`src/rtl/mtfd_pkg.sv`:
```
`timescale 1ns / 1ps
// ----------------------------------------------------------------------------
// mtfd_pkg
// Shared types and constants for the meter teleinfo frame decoder: control
// characters, result status codes and the fixed label table.
// ----------------------------------------------------------------------------
package mtfd_pkg;

    localparam int CHAR_BITS  = 7;
    localparam int TABLE_SIZE = 32;
    localparam int ENTRY_BITS = 56;
    localparam int NUM_BITS   = 40;
    localparam int TEXT_BITS  = 14;
    localparam int INDEX_BITS = 4;

    localparam logic [CHAR_BITS-1:0] CH_STX = 7'h02;
    localparam logic [CHAR_BITS-1:0] CH_ETX = 7'h03;
    localparam logic [CHAR_BITS-1:0] CH_LF  = 7'h0A;
    localparam logic [CHAR_BITS-1:0] CH_CR  = 7'h0D;
    localparam logic [CHAR_BITS-1:0] CH_SP  = 7'h20;

    localparam logic [NUM_BITS+3:0] NUM_SATURATE = 44'd999999999999;

    typedef enum logic [2:0] {
        ST_GROUP_OK  = 3'd0,
        ST_GROUP_BAD = 3'd1,
        ST_FRAME_OK  = 3'd2,
        ST_FRAME_BAD = 3'd3,
        ST_TIMEOUT   = 3'd4
    } t_status;

    // first character in the lowest seven bits
    localparam logic [ENTRY_BITS-1:0] LABEL_CHARS [TABLE_SIZE] = '{
        0:  {28'd0, 7'h4F, 7'h43, 7'h44, 7'h41},
        1:  {7'd0, 7'h46, 7'h49, 7'h52, 7'h41, 7'h54, 7'h50, 7'h4F},
        2:  {14'd0, 7'h43, 7'h53, 7'h55, 7'h4F, 7'h53, 7'h49},
        3:  {28'd0, 7'h50, 7'h48, 7'h43, 7'h48},
        4:  {28'd0, 7'h43, 7'h48, 7'h43, 7'h48},
        5:  {28'd0, 7'h43, 7'h45, 7'h54, 7'h50},
        6:  {21'd0, 7'h54, 7'h53, 7'h4E, 7'h49, 7'h49},
        7:  {28'd0, 7'h58, 7'h41, 7'h4D, 7'h49},
        8:  {28'd0, 7'h50, 7'h50, 7'h41, 7'h50},
        9:  {21'd0, 7'h43, 7'h48, 7'h50, 7'h48, 7'h48},
        10: {7'h54, 7'h41, 7'h54, 7'h45, 7'h44, 7'h54, 7'h4F, 7'h4D},
        default: '0
    };

    // zero length marks an unused slot
    localparam logic [3:0] LABEL_LEN [TABLE_SIZE] = '{
        0: 4'd4, 1: 4'd7, 2: 4'd6, 3: 4'd4, 4: 4'd4, 5: 4'd4,
        6: 4'd5, 7: 4'd4, 8: 4'd4, 9: 4'd5, 10: 4'd8,
        default: 4'd0
    };

endpackage

```
`src/rtl/meter_teleinfo_frame_decoder.sv`:
```
`timescale 1ns / 1ps
// ----------------------------------------------------------------------------
// meter_teleinfo_frame_decoder
// Parses historic teleinfo frames character by character and reports group,
// frame end and timeout results with label index, value and first characters.
// Results are registered in an output entry, or in a skid entry while the
// output is held. Throughput: one character per cycle while the skid entry is
// empty; the per-character update of the parse state is a single register
// stage, with a two-entry result buffer. Reset: synchronous active-low; parser
// returns to hunting for a frame start and the result buffer empties.
// ----------------------------------------------------------------------------
module meter_teleinfo_frame_decoder
    import mtfd_pkg::*;
#(
    parameter int NUM_LABELS      = 11,
    parameter int MAX_LABEL_CHARS = 8,
    parameter int MAX_VALUE_CHARS = 12
) (
    input  logic        i_clk,
    input  logic        i_rst_n,
    input  logic        s_tvalid,
    output logic        s_tready,
    input  logic [7:0]  s_tdata,   // rx_byte[6:0], zero
    input  logic        s_tuser,   // is_timeout
    output logic        m_tvalid,
    input  logic        m_tready,
    output logic [63:0] m_tdata,   // label_index[3:0], value_number[43:4],
                                   // value_text[57:44], zero
    output logic [2:0]  m_tuser    // status
);

    localparam int LABEL_W = CHAR_BITS * MAX_LABEL_CHARS;
    localparam int LLEN_W  = $clog2(MAX_LABEL_CHARS + 1);
    localparam int VLEN_W  = $clog2(MAX_VALUE_CHARS + 1);
    localparam int SCAN    = (NUM_LABELS < TABLE_SIZE) ? NUM_LABELS : TABLE_SIZE;

    typedef enum logic [2:0] {
        PH_HUNT  = 3'd0,
        PH_SKIP  = 3'd1,
        PH_LABEL = 3'd2,
        PH_VALUE = 3'd3,
        PH_CHECK = 3'd4
    } t_phase;

    typedef struct packed {
        t_status                status;
        logic [TEXT_BITS-1:0]   text;
        logic [NUM_BITS-1:0]    number;
        logic [INDEX_BITS-1:0]  index;
    } t_result;

    t_phase                 r_phase, n_phase;
    logic [CHAR_BITS-1:0]   r_prev, n_prev;
    logic [LABEL_W-1:0]     r_label, n_label;
    logic [LLEN_W-1:0]      r_label_len, n_label_len;
    logic [NUM_BITS-1:0]    r_acc, n_acc;
    logic                   r_digits, n_digits;
    logic [VLEN_W-1:0]      r_value_len, n_value_len;
    logic [TEXT_BITS-1:0]   r_first, n_first;
    logic [7:0]             r_sum, n_sum;
    logic                   r_failed, n_failed;

    t_result                r_out, r_skid, res;
    logic                   r_out_valid, r_skid_valid, res_valid;

    logic                   accept;
    logic [CHAR_BITS-1:0]   rx;
    logic                   found;
    logic [4:0]             found_idx;
    logic [NUM_BITS+3:0]    acc_next;

    assign s_tready = !r_skid_valid;
    assign accept   = s_tvalid && s_tready;
    assign rx       = s_tdata[CHAR_BITS-1:0];

    // exact label match against the table
    always_comb begin
        logic same;
        found     = 1'b0;
        found_idx = '0;
        for (int i = SCAN - 1; i >= 0; i--) begin
            same = (LABEL_LEN[i] != 4'd0) && (LABEL_LEN[i] == 4'(r_label_len));
            for (int k = 0; k < MAX_LABEL_CHARS; k++) begin
                if (k < int'(LABEL_LEN[i]) &&
                    r_label[CHAR_BITS*k +: CHAR_BITS] !=
                    LABEL_CHARS[i][CHAR_BITS*k +: CHAR_BITS]) begin
                    same = 1'b0;
                end
            end
            if (same) begin
                found     = 1'b1;
                found_idx = 5'(i);
            end
        end
    end

    assign acc_next = ({4'd0, r_acc} << 3) + ({4'd0, r_acc} << 1) + 44'(rx[3:0]);

    always_comb begin
        n_phase     = r_phase;
        n_prev      = r_prev;
        n_label     = r_label;
        n_label_len = r_label_len;
        n_acc       = r_acc;
        n_digits    = r_digits;
        n_value_len = r_value_len;
        n_first     = r_first;
        n_sum       = r_sum;
        n_failed    = r_failed;
        res         = '0;
        res_valid   = 1'b0;

        if (accept) begin
            if (s_tuser) begin
                n_phase    = PH_HUNT;
                n_prev     = '0;
                res.status = ST_TIMEOUT;
                res_valid  = 1'b1;
            end else begin
                n_prev = rx;
                if (r_phase == PH_HUNT) begin
                    if (r_prev == CH_ETX && rx == CH_STX) begin
                        n_phase  = PH_SKIP;
                        n_failed = 1'b0;
                    end
                end else if (rx == CH_ETX) begin
                    n_phase    = PH_HUNT;
                    res.status = r_failed ? ST_FRAME_BAD : ST_FRAME_OK;
                    res_valid  = 1'b1;
                end else if (rx == CH_LF || rx == CH_CR) begin
                    n_phase = PH_LABEL;
                end else begin
                    unique case (r_phase)
                        PH_SKIP: begin
                        end
                        PH_LABEL: begin
                            if (rx == CH_SP) begin
                                n_phase = (r_label_len == '0 || !found) ? PH_SKIP : PH_VALUE;
                            end else if (r_label_len >= LLEN_W'(MAX_LABEL_CHARS)) begin
                                n_phase = PH_SKIP;
                            end else begin
                                for (int k = 0; k < MAX_LABEL_CHARS; k++) begin
                                    if (r_label_len == LLEN_W'(k)) begin
                                        n_label[CHAR_BITS*k +: CHAR_BITS] = rx;
                                    end
                                end
                                n_label_len = r_label_len + LLEN_W'(1);
                                n_sum       = r_sum + {1'b0, rx};
                            end
                        end
                        PH_VALUE: begin
                            if (rx == CH_SP) begin
                                n_phase = PH_CHECK;
                            end else if (r_value_len >= VLEN_W'(MAX_VALUE_CHARS)) begin
                                n_phase = PH_SKIP;
                            end else begin
                                n_sum = r_sum + {1'b0, rx};
                                if (r_value_len == VLEN_W'(0)) begin
                                    n_first = {rx, 7'd0};
                                end else if (r_value_len == VLEN_W'(1)) begin
                                    n_first[CHAR_BITS-1:0] = rx;
                                end
                                n_value_len = r_value_len + VLEN_W'(1);
                                if (r_digits && rx >= 7'h30 && rx <= 7'h39) begin
                                    n_acc = (acc_next > NUM_SATURATE) ?
                                            NUM_SATURATE[NUM_BITS-1:0] :
                                            acc_next[NUM_BITS-1:0];
                                end else begin
                                    n_digits = 1'b0;
                                end
                            end
                        end
                        PH_CHECK: begin
                            n_phase = PH_SKIP;
                            if (!r_failed && found) begin
                                res_valid  = 1'b1;
                                res.index  = found_idx[INDEX_BITS-1:0];
                                res.number = r_acc;
                                res.text   = r_first;
                                if (({1'b0, r_sum[5:0]} + 7'd32) != rx) begin
                                    n_failed   = 1'b1;
                                    res.status = ST_GROUP_BAD;
                                end else begin
                                    res.status = ST_GROUP_OK;
                                end
                            end
                        end
                        default: begin
                            n_phase = PH_HUNT;
                        end
                    endcase
                end
            end

            // every exit to hunting, skip after stx, or new group clears the group
            if (s_tuser || n_phase == PH_HUNT ||
                (r_phase == PH_HUNT && n_phase == PH_SKIP) ||
                (r_phase != PH_HUNT && (rx == CH_LF || rx == CH_CR))) begin
                n_label     = '0;
                n_label_len = '0;
                n_acc       = '0;
                n_digits    = 1'b1;
                n_value_len = '0;
                n_first     = '0;
                n_sum       = 8'd32;
            end
        end
    end

    always_ff @(posedge i_clk) begin
        if (!i_rst_n) begin
            r_phase      <= PH_HUNT;
            r_prev       <= '0;
            r_label      <= '0;
            r_label_len  <= '0;
            r_acc        <= '0;
            r_digits     <= 1'b1;
            r_value_len  <= '0;
            r_first      <= '0;
            r_sum        <= 8'd32;
            r_failed     <= 1'b0;
            r_out_valid  <= 1'b0;
            r_skid_valid <= 1'b0;
        end else begin
            r_phase     <= n_phase;
            r_prev      <= n_prev;
            r_label     <= n_label;
            r_label_len <= n_label_len;
            r_acc       <= n_acc;
            r_digits    <= n_digits;
            r_value_len <= n_value_len;
            r_first     <= n_first;
            r_sum       <= n_sum;
            r_failed    <= n_failed;
            if (!r_out_valid || m_tready) begin
                if (r_skid_valid) begin
                    r_out        <= r_skid;
                    r_out_valid  <= 1'b1;
                    r_skid_valid <= 1'b0;
                end else begin
                    r_out       <= res;
                    r_out_valid <= res_valid;
                end
            end else if (res_valid) begin
                r_skid       <= res;
                r_skid_valid <= 1'b1;
            end
        end
    end

    assign m_tvalid = r_out_valid;
    assign m_tuser  = r_out.status;
    assign m_tdata  = {6'd0, r_out.text, r_out.number, r_out.index};

    a_skid_needs_out: assert property (@(posedge i_clk) disable iff (!i_rst_n)
        r_skid_valid |-> r_out_valid)
        else $error("skid entry held without output entry");

    a_timeout_hunts: assert property (@(posedge i_clk) disable iff (!i_rst_n)
        (accept && s_tuser) |=> (r_phase == PH_HUNT && r_prev == '0))
        else $error("timeout did not return parser to hunting");

    a_end_fields_zero: assert property (@(posedge i_clk) disable iff (!i_rst_n)
        (m_tvalid && m_tuser != ST_GROUP_OK && m_tuser != ST_GROUP_BAD) |-> m_tdata == '0)
        else $error("frame end or timeout result carries data");

    a_label_len_bound: assert property (@(posedge i_clk) disable iff (!i_rst_n)
        r_label_len <= LLEN_W'(MAX_LABEL_CHARS))
        else $error("label length beyond limit");

    a_bad_sets_failed: assert property (@(posedge i_clk) disable iff (!i_rst_n)
        (res_valid && res.status == ST_GROUP_BAD) |=> r_failed)
        else $error("bad checksum did not mark frame failed");

endmodule

```
`config.mk`:
```
export PLATFORM = sky130hd
export DESIGN_NAME = meter_teleinfo_frame_decoder
export DESIGN_NICKNAME = d
export VERILOG_FILES = /design/src/rtl/mtfd_pkg.sv /design/src/rtl/meter_teleinfo_frame_decoder.sv
export SDC_FILE = /design/constraint.sdc
export NUM_CORES = 1
export LEC_CHECK = 0
export ABC_CLOCK_PERIOD_IN_PS = 33800
export BUFFER_PORTS_ARGS = -buffer_cell sky130_fd_sc_hd__buf_2
export CAP_MARGIN = 10
export CORE_MARGIN = 4
export CORE_UTILIZATION = 40
export CTS_BUF_LIST = sky130_fd_sc_hd__clkbuf_8 sky130_fd_sc_hd__clkbuf_16
export CTS_CLUSTER_DIAMETER = 100
export CTS_CLUSTER_SIZE = 10
export DETAILED_ROUTE_END_ITERATION = 8
export MAX_ROUTING_LAYER = met4
export PLACE_DENSITY = 0.65
export SKIP_CTS_REPAIR_TIMING = 1
export SYNTH_ARGS = -nofsm -noshare
export SYNTH_HDL_FRONTEND = slang
export SYNTH_SLANG_ARGS = --single-unit
```
`constraint.sdc`:
```
create_clock -name i_clk -period 33.8 [get_ports i_clk]
set_input_delay 5.07 -clock i_clk [delete_from_list [all_inputs] [get_ports i_clk]]
set_output_delay 5.07 -clock i_clk [all_outputs]
set_load 0.005 [all_outputs]
```
==> results of run 1 <==
state kept, by name (all words and copies together), names as in the netlist, 4 cells and up:
signal	count
r_value_len	4
r_skid	61
r_prev	7
r_label_len	4
r_label	56
r_first	14
r_sum	6
r_acc	40
m_tdata	58
Yosys cell counts, types with 12 or more instances:
master / count
nand3b_1: 13
nor2b_1: 14
nor4_1: 22
edfxtp_1: 122
clkbuf_1: 45
dfxtp_1: 138
a22o_1: 16
inv_1: 23
nand2_1: 111
nor2_1: 148
nand3_1: 30
and3_1: 12
nand4_1: 24
a211oi_1: 15
a21o_1: 81
and2_1: 74
a21oi_1: 104
mux2i_1: 65
xnor2_1: 20
nand2b_1: 19
ha_1: 91
o21ai_0: 36
xor2_1: 13
nor3_1: 23
worst max-delay path: stages:
cell	delay (ns)
buf_2	0.21
fa_1	0.46
ha_1	0.34
a21oi_1	0.24
a21oi_1	0.11
o21ai_1	0.47
a31oi_1	0.32
a2111oi_0	0.63
nor2_1	0.12
xnor2_1	0.20
a311o_1	0.36
o2111ai_2	0.22
nand2_2	0.42
a311oi_1	0.39
kinds of logic (layout without fill, tap and decap cells):
family / after synthesis / after routing / share of synthesized area
AO/OA/AOI/OAI: 381 / 381 / 0.183
XOR/XNOR: 33 / 33 / 0.0200
adder cells (fa/ha/maj): 94 / 94 / 0.0828
buffers and inverters: 91 / 155 / 0.0259
flip-flops: 260 / 260 / 0.444
multiplexers: 65 / 65 / 0.0450
other: 1 / 6 / 0.000259
AND/OR/NAND/NOR: 552 / 552 / 0.199
metrics by stage:
| stage | setup slack [ns] | hold WS [ns] | util | cells |
|---|---|---|---|---|
| floorplan | 17.57 | 0.426 | - | 1482 |
| global placement | 24.18 | 0.435 | 0.427 | 1958 |
| detailed placement | 24.16 | 0.445 | 0.427 | 1958 |
| CTS | 24.73 | 0.454 | 0.450 | 2007 |
| global route | 24.30 | 0.474 | 0.450 | 2007 |
| finish | 24.66 | 0.453 | 0.450 | 2007 |
worst max-delay path by stage:
stage | from | endpoint | slack (ns) | depth (start not counted)
finish | s_tdata[3] | r_acc[4]$_SDFFE_PN0P_ | 24.66 | 14
global route | s_tdata[3] | r_acc[6]$_SDFFE_PN0P_ | 24.30 | 14
CTS | s_tdata[3] | r_acc[3]$_SDFFE_PN0P_ | 24.73 | 14
detailed placement | s_tdata[3] | r_acc[3]$_SDFFE_PN0P_ | 24.16 | 14
global placement | s_tdata[3] | r_acc[6]$_SDFFE_PN0P_ | 24.18 | 14
floorplan | s_tdata[0] | r_skid[0]$_DFFE_PP_ | 17.57 | 6
layer usage:
layer  up-vias  GRT usage  wire length, um
met5         -          -                0
li1       5602          -                -
met3        57     0.0192             1630
met1      5634      0.289            19200
met4         0     0.0439              698
met2       268      0.301            16800
power by group:
part           internal [mW]  total, mW  switching (mW)  leakage [nW]
clock network          0.153      0.278           0.126         0.463
registers              0.333      0.334         0.00124          2.16
logic                0.00694     0.0226          0.0157          4.15
final cells by class:
class | instances | area share
tap | 461 | 0.0360
sequential | 260 | 0.401
inverter | 24 | 0.00562
timing repair buffer | 82 | 0.0268
multi-input combinational | 1131 | 0.480
clock inverter | 20 | 0.00500
clock buffer | 29 | 0.0453
==> impl_metrics.tcl, run 1 <==
set metrics [dict create \
    maxCapViolCount 0 \
    ys_warn_count 0 \
    fillers 3386 \
    h-tree-depth 1 \
    p_leak_nw 6.78 \
    crit_path_max_fanout 26 \
    setup_tns_ns 0 \
    required_ns 34.25 \
    numPortBuffers 74 \
    drcViolationCount 0 \
    syn_to_final_growth_pct 10.8 \
    min_period_ns 9.14 \
    maxSlewViolCount 0 \
    cp-end-kind "flop" \
    power_uw 635 \
    worstHoldPathType "flop to flop" \
    synth_area_leaders "edfxtp_1 25%, dfxtp_1 19%, ha_1 7.9%" \
    multi_input_area_um2 7700 \
    vias 11561 \
    syn_inst 1477 \
    ys.flop_type "dfxtp_1" \
    ff_latch_area_um2 6430 \
    cts_sinks 260 \
    via_per_inst 5.76 \
    path_clk_slew_ns 0.06 \
    placementRows 69 \
    ios 82 \
    grt_pass1_vias 11209 \
    rr_startpoint "r_acc[0]$_SDFFE_PN0P_" \
    first_iter_violations 735 \
    drive_gt1_frac 0.0983 \
    hold_depth 2 \
    powerDensity_nw_per_um2 39.6 \
    grt_usage 0.198 \
    diodes 0 \
    wire_per_inst_um 19.1 \
    synth_seq_cells 260 \
    crit_path_start_kind "input pin" \
    dp_hpwl_um 26800 \
    die_w_um 198 \
    wl_um 38300 \
    grt-ovfl-total 0 \
    async_flop_share 0 \
    hold_viol 0 \
    cts_buffers 29 \
    timing_worst_slew_pin_value_ns 1.11 \
    nNetsFinal 1635 \
    core_region_area_um2 35700 \
    final_cell_mix "148 x nor2_1, 137 x dfxtp_1, 122 x edfxtp_1, 111 x nand2_1, 103 x a21oi_1" \
    cts_root_buf "clkbuf_16" \
    setup_viol 0 \
    reg2reg_to "r_acc[4]$_SDFFE_PN0P_" \
    die_area_um2 39300 \
    r2r_cells 13 \
    fin_area_um2 16000 \
    min_to "r_prev[5]$_SDFFE_PN0P_" \
    initial_utilization 0.406 \
    grt_max_degree 106 \
    synth_top_area_share 0.253 \
    insertion_delay_ns 0.57 \
    setup.worst_path.class "input pin to flop" \
    critPathArrivalTime_ns 9.59 \
    syn_area_per_cell_um2 9.80 \
    cts_max_path_buffers 3 \
    seq_area_frac_synth 0.444 \
    gp_congestion 0.933 \
    ir_drop_mv 0.0284 \
    ff2ff_setup_slack_ns 29.04 \
    fin_crit_sh 0.271 \
    finalClockSkew_ns 0.0182 \
    grt_pass1_wl_um 62100 \
    dr.pass1.iters 5 \
    yosysUniqueCellTypes 90 \
    synth_edf_count 122 \
    hold_start "r_prev[5]$_SDFFE_PN0P_" \
    slew-limit-headroom 0.263 \
    cts_tree "done" \
    syn_area_um2 14500 \
    synth_top_cell_by_area "edfxtp_1" \
    status "completed" \
    max_freq_ghz 0.109 \
    rsz0062_at_grt "no" \
    ant_nets 0 \
    layout_commonest_cell "nor2_1" \
    dieHeight_um 198 \
    placed_area_um2 15200 \
    antenna_found_initial 0 \
]
(Power assumes the default switching activity.)
==> inputs of run 2 (changes only) <==
--- a/config.mk
+++ b/config.mk
@@ -5,7 +5,8 @@
 export SDC_FILE = /design/constraint.sdc
 export NUM_CORES = 1
 export LEC_CHECK = 0
-export ABC_CLOCK_PERIOD_IN_PS = 33800
+export ABC_AREA = 1
+export ABC_CLOCK_PERIOD_IN_PS = 9000
 export BUFFER_PORTS_ARGS = -buffer_cell sky130_fd_sc_hd__buf_2
 export CAP_MARGIN = 10
 export CORE_MARGIN = 4
==> constraint.sdc (replaced) <==
create_clock -name i_clk -period 9 [get_ports i_clk]
set_input_delay 1.35 -clock i_clk [delete_from_list [all_inputs] [get_ports i_clk]]
set_output_delay 1.35 -clock i_clk [all_outputs]
set_load 0.005 [all_outputs]
==> run 2 against run 1 <==
Compared with the run above:
- sequential share of layout area fell by 5.6 points
- clock power rose to 3.8 times the previous value
- synthesized area increased by 18%
- combinational power rose to 9.6 times the previous value
- register-to-register slack worse by 25 ns
- critical path depth increased by 10
- utilization shrank 0.66 points
- sequential power grew to 3.9 times the previous value
- total power increased to 4.0 times the previous value
- critical endpoint is now r_acc[19]$_SDFFE_PN0P_
==> impl_metrics.tcl, run 2 <==
set metrics [dict create \
    grt-ovfl-total 0 \
    nNetsFinal 2630 \
    finalClockSkew_ns 0.0253 \
    path_clk_slew_ns 0.06 \
    setup_tns_ns 0 \
    wire_per_inst_um 16.7 \
    async_flop_share 0 \
    multi_input_area_um2 9170 \
    antenna_found_initial 3 \
    syn_to_final_growth_pct 9.30 \
    cts_tree "done" \
    cpPeakStageDelay_ns 0.84 \
    startpoint "s_tdata[2]" \
    drcViolationCount 0 \
    die_area_um2 46000 \
    first_iter_violations 1571 \
    syn_inst 2482 \
    ff2ff_setup_slack_ns 4.39 \
    drive_gt1_frac 0.0819 \
    crit_path_start_kind "input pin" \
    synth_seq_cells 260 \
    rsz0062_at_grt "no" \
    insertion_delay_ns 0.57 \
    ff_latch_area_um2 6430 \
    dr.pass1.iters 6 \
    fin_crit_sh 0.577 \
    largest_register "r_skid" \
    crit_chain "buf_2 -> ha_1 -> ha_1 -> inv_1 -> fa_1 -> inv_1 -> nand3_1 -> nand3_2 -> nand2_1 -> nand2_2 -> nand3_1 -> nand2_1 -> nand2_1 -> nand2_1 -> nand2_1 -> nand2_1 -> nand2_1 -> o21ai_0 -> nand2_1 -> a21oi_4 -> nand3_1 -> nor2_1 -> nand2_1 -> a21oi_1" \
    syn_area_um2 17000 \
    crit_buf_inv 3 \
    cp-end-kind "flop" \
    grt_pass1_vias 14855 \
    cp_top_family "simple AND/OR/NAND/NOR gates" \
    timing_worst_slew_pin_value_ns 1.07 \
    grt_max_degree 112 \
    synthTopCellsByCount "766 x nand2_1, 391 x nor2_1, 269 x inv_1" \
    h-tree-depth 1 \
    cts_max_path_buffers 3 \
    setup_viol 0 \
    initial_utilization 0.405 \
    power_mw 2.56 \
    grt_pass1_wl_um 81600 \
    maxCapViolCount 0 \
    critPathArrivalTime_ns 5.67 \
    yosysMostFrequentCell "nand2_1" \
    required_ns 9.48 \
    crit_path_max_fanout 37 \
    ir_drop_mv 0.153 \
    largest_register_ffs 61 \
    cts_sinks 260 \
    die_w_um 214 \
    yosysUniqueCellTypes 51 \
    seq_area_frac_synth 0.377 \
    rr_startpoint "r_label_len[0]$_SDFFE_PN0P_" \
    synth_top_area_share 0.215 \
    cp.depth 24 \
    gp_congestion 0.977 \
    core_region_area_um2 42000 \
    slew-limit-headroom 0.288 \
    maxSlewViolCount 0 \
    ios 82 \
    worstHoldPathType "flop to flop" \
    placementRows 75 \
    p_leak_nw 8.61 \
    via_per_inst 5.24 \
    synth_area_leaders "edfxtp_1 21%, nand2_1 17%, dfxtp_1 16%" \
    cts_buffers 29 \
    fillers 4342 \
    max_freq_ghz 0.193 \
    grt_usage 0.224 \
    layout_commonest_cell "nand2_1" \
    wl_um 51500 \
    min_period_ns 5.19 \
    setup.worst_path.class "input pin to flop" \
    status "completed" \
    hold_viol 0 \
    ys.flop_type "dfxtp_1" \
    reg2reg_to "r_skid[24]$_DFFE_PP_" \
    r2r_cells 15 \
    critPathSlowestCell "a21oi_4" \
    synth_edf_count 122 \
    cts_root_buf "clkbuf_16" \
    dieHeight_um 214 \
    final_cell_mix "765 x nand2_1, 388 x nor2_1, 287 x inv_1, 183 x nand3_1, 137 x dfxtp_1" \
    vias 16143 \
    ys_warn_count 0 \
    crit_path_end "r_acc[19]$_SDFFE_PN0P_" \
    crit_top_cell "nand2_1" \
    numPortBuffers 74 \
    ant_nets 0 \
    powerDensity_nw_per_um2 137 \
    syn_area_per_cell_um2 6.87 \
    dp_hpwl_um 39600 \
    synth_top_cell_by_area "edfxtp_1" \
]
## run 2: cell type report
cell class                      instances  share of cell area
Multi-Input combinational cell       1857               0.492
Clock inverter                         19             0.00470
Timing Repair Buffer                   82              0.0231
Tap cell                              539              0.0362
Antenna cell                            3            0.000403
Inverter                              293              0.0590
Sequential cell                       260               0.345
Clock buffer                           29              0.0390
## run 2: metrics by stage
step	hold WS [ns]	cell area, um^2	setup slack, ns	instances	utilization
6_report	0.466	18600	3.81	3082	0.443
5_1_grt	0.488	18600	3.46	3082	0.443
4_1_cts	0.468	18600	3.88	3079	0.443
3_5_place_dp	0.458	17800	3.29	3031	0.424
3_3_place_gp	0.453	17800	3.40	3031	0.424
2_1_floorplan	0.436	17100	3.63	2487	-
## run 2: cell families after synthesis
| kind of cell | count (synthesis) | synth area share |
|---|---|---|
| AOI/OAI and AO/OA | 238 | 0.0771 |
| buffers and inverters | 370 | 0.0875 |
| other | 1 | 0.000220 |
| adders and majority gates | 94 | 0.0703 |
| xor gates and xnor gates | 21 | 0.0108 |
| and+or+nand+nor | 1498 | 0.377 |
| DFF | 260 | 0.377 |
## run 2: where the power goes
part / internal (mW) / total, mW / switching, mW
Sequential: 1.27 / 1.29 / 0.0224
Combinational: 0.0599 / 0.218 / 0.158
Clock: 0.577 / 1.05 / 0.470
Total: 1.91 / 2.56 / 0.651
## run 2: tightest hold or removal path: cells and delay by family, from the launching register on
family,cells,cell delay [ns]
compound gates,1,0.05
flops,1,0.30
simple gates,1,0.06
## run 2: how the worst min path moves through the flow
stage / slack (ns) / from / to / depth (start not counted)
6_report: 0.47 / r_first[9]$_SDFFE_PN0P_ / r_first[9]$_SDFFE_PN0P_ / 2
5_1_grt: 0.49 / r_prev[3]$_SDFFE_PN0P_ / r_prev[3]$_SDFFE_PN0P_ / 2
4_1_cts: 0.47 / r_first[10]$_SDFFE_PN0P_ / r_first[10]$_SDFFE_PN0P_ / 2
3_5_place_dp: 0.46 / r_digits$_SDFFE_PN1P_ / r_digits$_SDFFE_PN1P_ / 2
3_3_place_gp: 0.45 / r_prev[4]$_SDFFE_PN0P_ / r_prev[4]$_SDFFE_PN0P_ / 2
2_1_floorplan: 0.44 / r_digits$_SDFFE_PN1P_ / r_digits$_SDFFE_PN1P_ / 2
## run 2: per-layer routing
layer	GRT usage	part of all wire
met5	-	0
met1	0.343	0.50
met2	0.312	0.41
met3	0.0276	0.079
met4	0.0519	0.020
==> inputs of run 3 (changes only) <==
--- a/config.mk
+++ b/config.mk
@@ -6,7 +6,7 @@
 export NUM_CORES = 1
 export LEC_CHECK = 0
 export ABC_AREA = 1
-export ABC_CLOCK_PERIOD_IN_PS = 9000
+export ABC_CLOCK_PERIOD_IN_PS = 5400
 export BUFFER_PORTS_ARGS = -buffer_cell sky130_fd_sc_hd__buf_2
 export CAP_MARGIN = 10
 export CORE_MARGIN = 4
==> constraint.sdc (replaced) <==
create_clock -name i_clk -period 5.4 [get_ports i_clk]
set_input_delay 0.81 -clock i_clk [delete_from_list [all_inputs] [get_ports i_clk]]
set_output_delay 0.81 -clock i_clk [all_outputs]
set_load 0.005 [all_outputs]
==> run 3 against run 2 <==
Compared with the run above:
- sequential share of layout area fell by 0.069 points
- total power rose by 66%
- via count fell by 1.3%
- count of clock-buffer cells in the layout did not move
- global-route usage rose by 0.13 points
- largest cell class unchanged
- final cell count rose by 0.13%
- critical path depth fell by 3
- clock power rose by 65%
- final area rose by 0.20%
- critical path type unchanged
- non-clock buffer count rose by 3
- first-iteration DRC count fell by 8.0%
- flip-flop and latch count did not move
==> impl_metrics.tcl, run 3 (synthesized netlist as in run 2, its figures left out) <==
set metrics [dict create \
    status "completed" \
    placed_area_um2 17800 \
    cts_root_buf "clkbuf_16" \
    gp_congestion 0.980 \
    p_sw_frac 0.252 \
    die_w_um 214 \
    crit_path_max_fanout 37 \
    required_ns 5.88 \
    dp_hpwl_um 39800 \
    critPathArrivalTime_ns 4.75 \
    powerDensity_nw_per_um2 228 \
    drive_gt1_frac 0.0830 \
    antenna_found_initial 4 \
    maxCapViolCount 0 \
    comb_power_share 0.085 \
    startpoint "s_tdata[3]" \
    via_per_inst 5.16 \
    setup_viol 0 \
    layout_commonest_cell "nand2_1" \
    maxSlewViolCount 0 \
    min_period_ns 4.27 \
    final_cell_mix "765 x nand2_1, 388 x nor2_1, 287 x inv_1, 183 x nand3_1, 137 x dfxtp_1" \
    grt_pass1_vias 14891 \
    p_int_mw 3.18 \
    met3_usage 0.0281 \
    cts_buffers 29 \
    placementRows 75 \
    first_iter_violations 1446 \
    grt-ovfl-total 0 \
    min_to "r_prev[5]$_SDFFE_PN0P_" \
    hold_depth 2 \
    rr_startpoint "r_acc[2]$_SDFFE_PN0P_" \
    grt_usage 0.225 \
    path_clk_slew_ns 0.05 \
    max_freq_ghz 0.234 \
    nNetsFinal 2633 \
    ff2ff_setup_slack_ns 1.19 \
    clockPowerShare 0.408 \
    numPortBuffers 74 \
    cts_tree "done" \
    worstHoldPathType "flop to flop" \
    top_usage_layer "met1" \
    initial_utilization 0.405 \
    setup.worst_path.class "input pin to flop" \
    rsz0062_at_grt "no" \
    dieHeight_um 214 \
    h-tree-depth 1 \
    r2r_cells 19 \
    cts_max_path_buffers 3 \
    timing_worst_slew_pin_value_ns 1.00 \
    ir_drop_mv 0.274 \
    cp-end-kind "flop" \
    vias 15928 \
    crit_path_start_kind "input pin" \
    reg2reg_to "r_acc[13]$_SDFFE_PN0P_" \
    largest_register "r_skid" \
    die_area_um2 46000 \
    grt_use_met1 0.339 \
    cts_sinks 260 \
    fin_area_um2 18700 \
    grt_max_degree 111 \
    setup_tns_ns 0 \
    hold_start "r_prev[5]$_SDFFE_PN0P_" \
    grt.met2_usage 0.325 \
    ant_nets 0 \
    dr.pass1.iters 5 \
    fillers 4386 \
    syn_to_final_growth_pct 9.52 \
    fin_crit_sh 0.791 \
    largest_register_ffs 61 \
    hold_viol 0 \
    wire_per_inst_um 16.6 \
    p_leak_nw 8.63 \
    drcViolationCount 0 \
    slew-limit-headroom 0.330 \
    ios 82 \
    grt_pass1_wl_um 81900 \
    seqPwrFrac 0.507 \
    power_mw 4.25 \
    insertion_delay_ns 0.57 \
    core_region_area_um2 42000 \
    finalClockSkew_ns 0.0212 \
    wl_um 51200 \
    p_switching_mw 1.07 \
]
## run 3: per-stage QoR
| step | instances | hold WS [ns] | utilization | setup WS, ns |
|---|---|---|---|---|
| 2_1_floorplan | 2487 | 0.436 | - | 0.453 |
| 3_3_place_gp | 3034 | 0.454 | 0.424 | 0.677 |
| 3_5_place_dp | 3034 | 0.456 | 0.424 | 0.627 |
| 4_1_cts | 3082 | 0.465 | 0.444 | 1.21 |
| 5_1_grt | 3086 | 0.479 | 0.444 | 0.763 |
| 6_report | 3086 | 0.465 | 0.444 | 1.13 |
## run 3: worst max-delay path: stages
cell	delay (ns)
buf_2	0.20
fa_1	0.60
inv_1	0.07
fa_1	0.45
inv_1	0.17
nand3_1	0.11
nand3_2	0.14
nand2_1	0.08
nand2_2	0.14
nand3_1	0.09
nand2_1	0.14
nand2_1	0.12
nand3_1	0.10
nand2_1	0.08
nor2_1	0.13
nand3_1	0.10
nor2_2	0.15
nand2_2	0.47
nand3_1	0.27
nand3_1	0.11
a21oi_1	0.17
## run 3: final cells by class
cell class	instances	area [um^2]	area share
repair buffers	85	465	0.0249
inverters	293	1100	0.0589
clock buffers	29	726	0.0389
multi-input cells	1857	9170	0.491
well taps	539	674	0.0361
diodes	4	10.0	0.000536
flip-flops and latches	260	6430	0.344
clock inverters	19	87.6	0.00469
## run 3: metal layers
| metal | vias up | share of wire |
|---|---|---|
| met2 | 463 | 0.41 |
| met5 | - | 0 |
| li1 | 8084 | - |
| met1 | 7319 | 0.50 |
| met3 | 62 | 0.070 |
| met4 | 0 | 0.018 |
## run 3: power groups by stage
stage | clock network (mW) | registers, mW | logic, mW
finish | 1.73 | 2.15 | 0.362
CTS | 1.77 | 2.15 | 0.360
global route | 1.85 | 2.16 | 0.409
detailed placement | 0 | 2.20 | 0.359
floorplan | 0 | 2.19 | 0.254
global placement | 0 | 2.19 | 0.353
## run 3: worst max-delay path by stage
stage	end	slack [ns]	depth (start not counted)
CTS	r_acc[5]$_SDFFE_PN0P_	1.21	21
detailed placement	r_acc[5]$_SDFFE_PN0P_	0.63	21
global placement	r_acc[17]$_SDFFE_PN0P_	0.68	22
floorplan	r_skid[0]$_DFFE_PP_	0.45	14
finish	r_acc[5]$_SDFFE_PN0P_	1.13	21
global route	r_acc[26]$_SDFFE_PN0P_	0.76	22
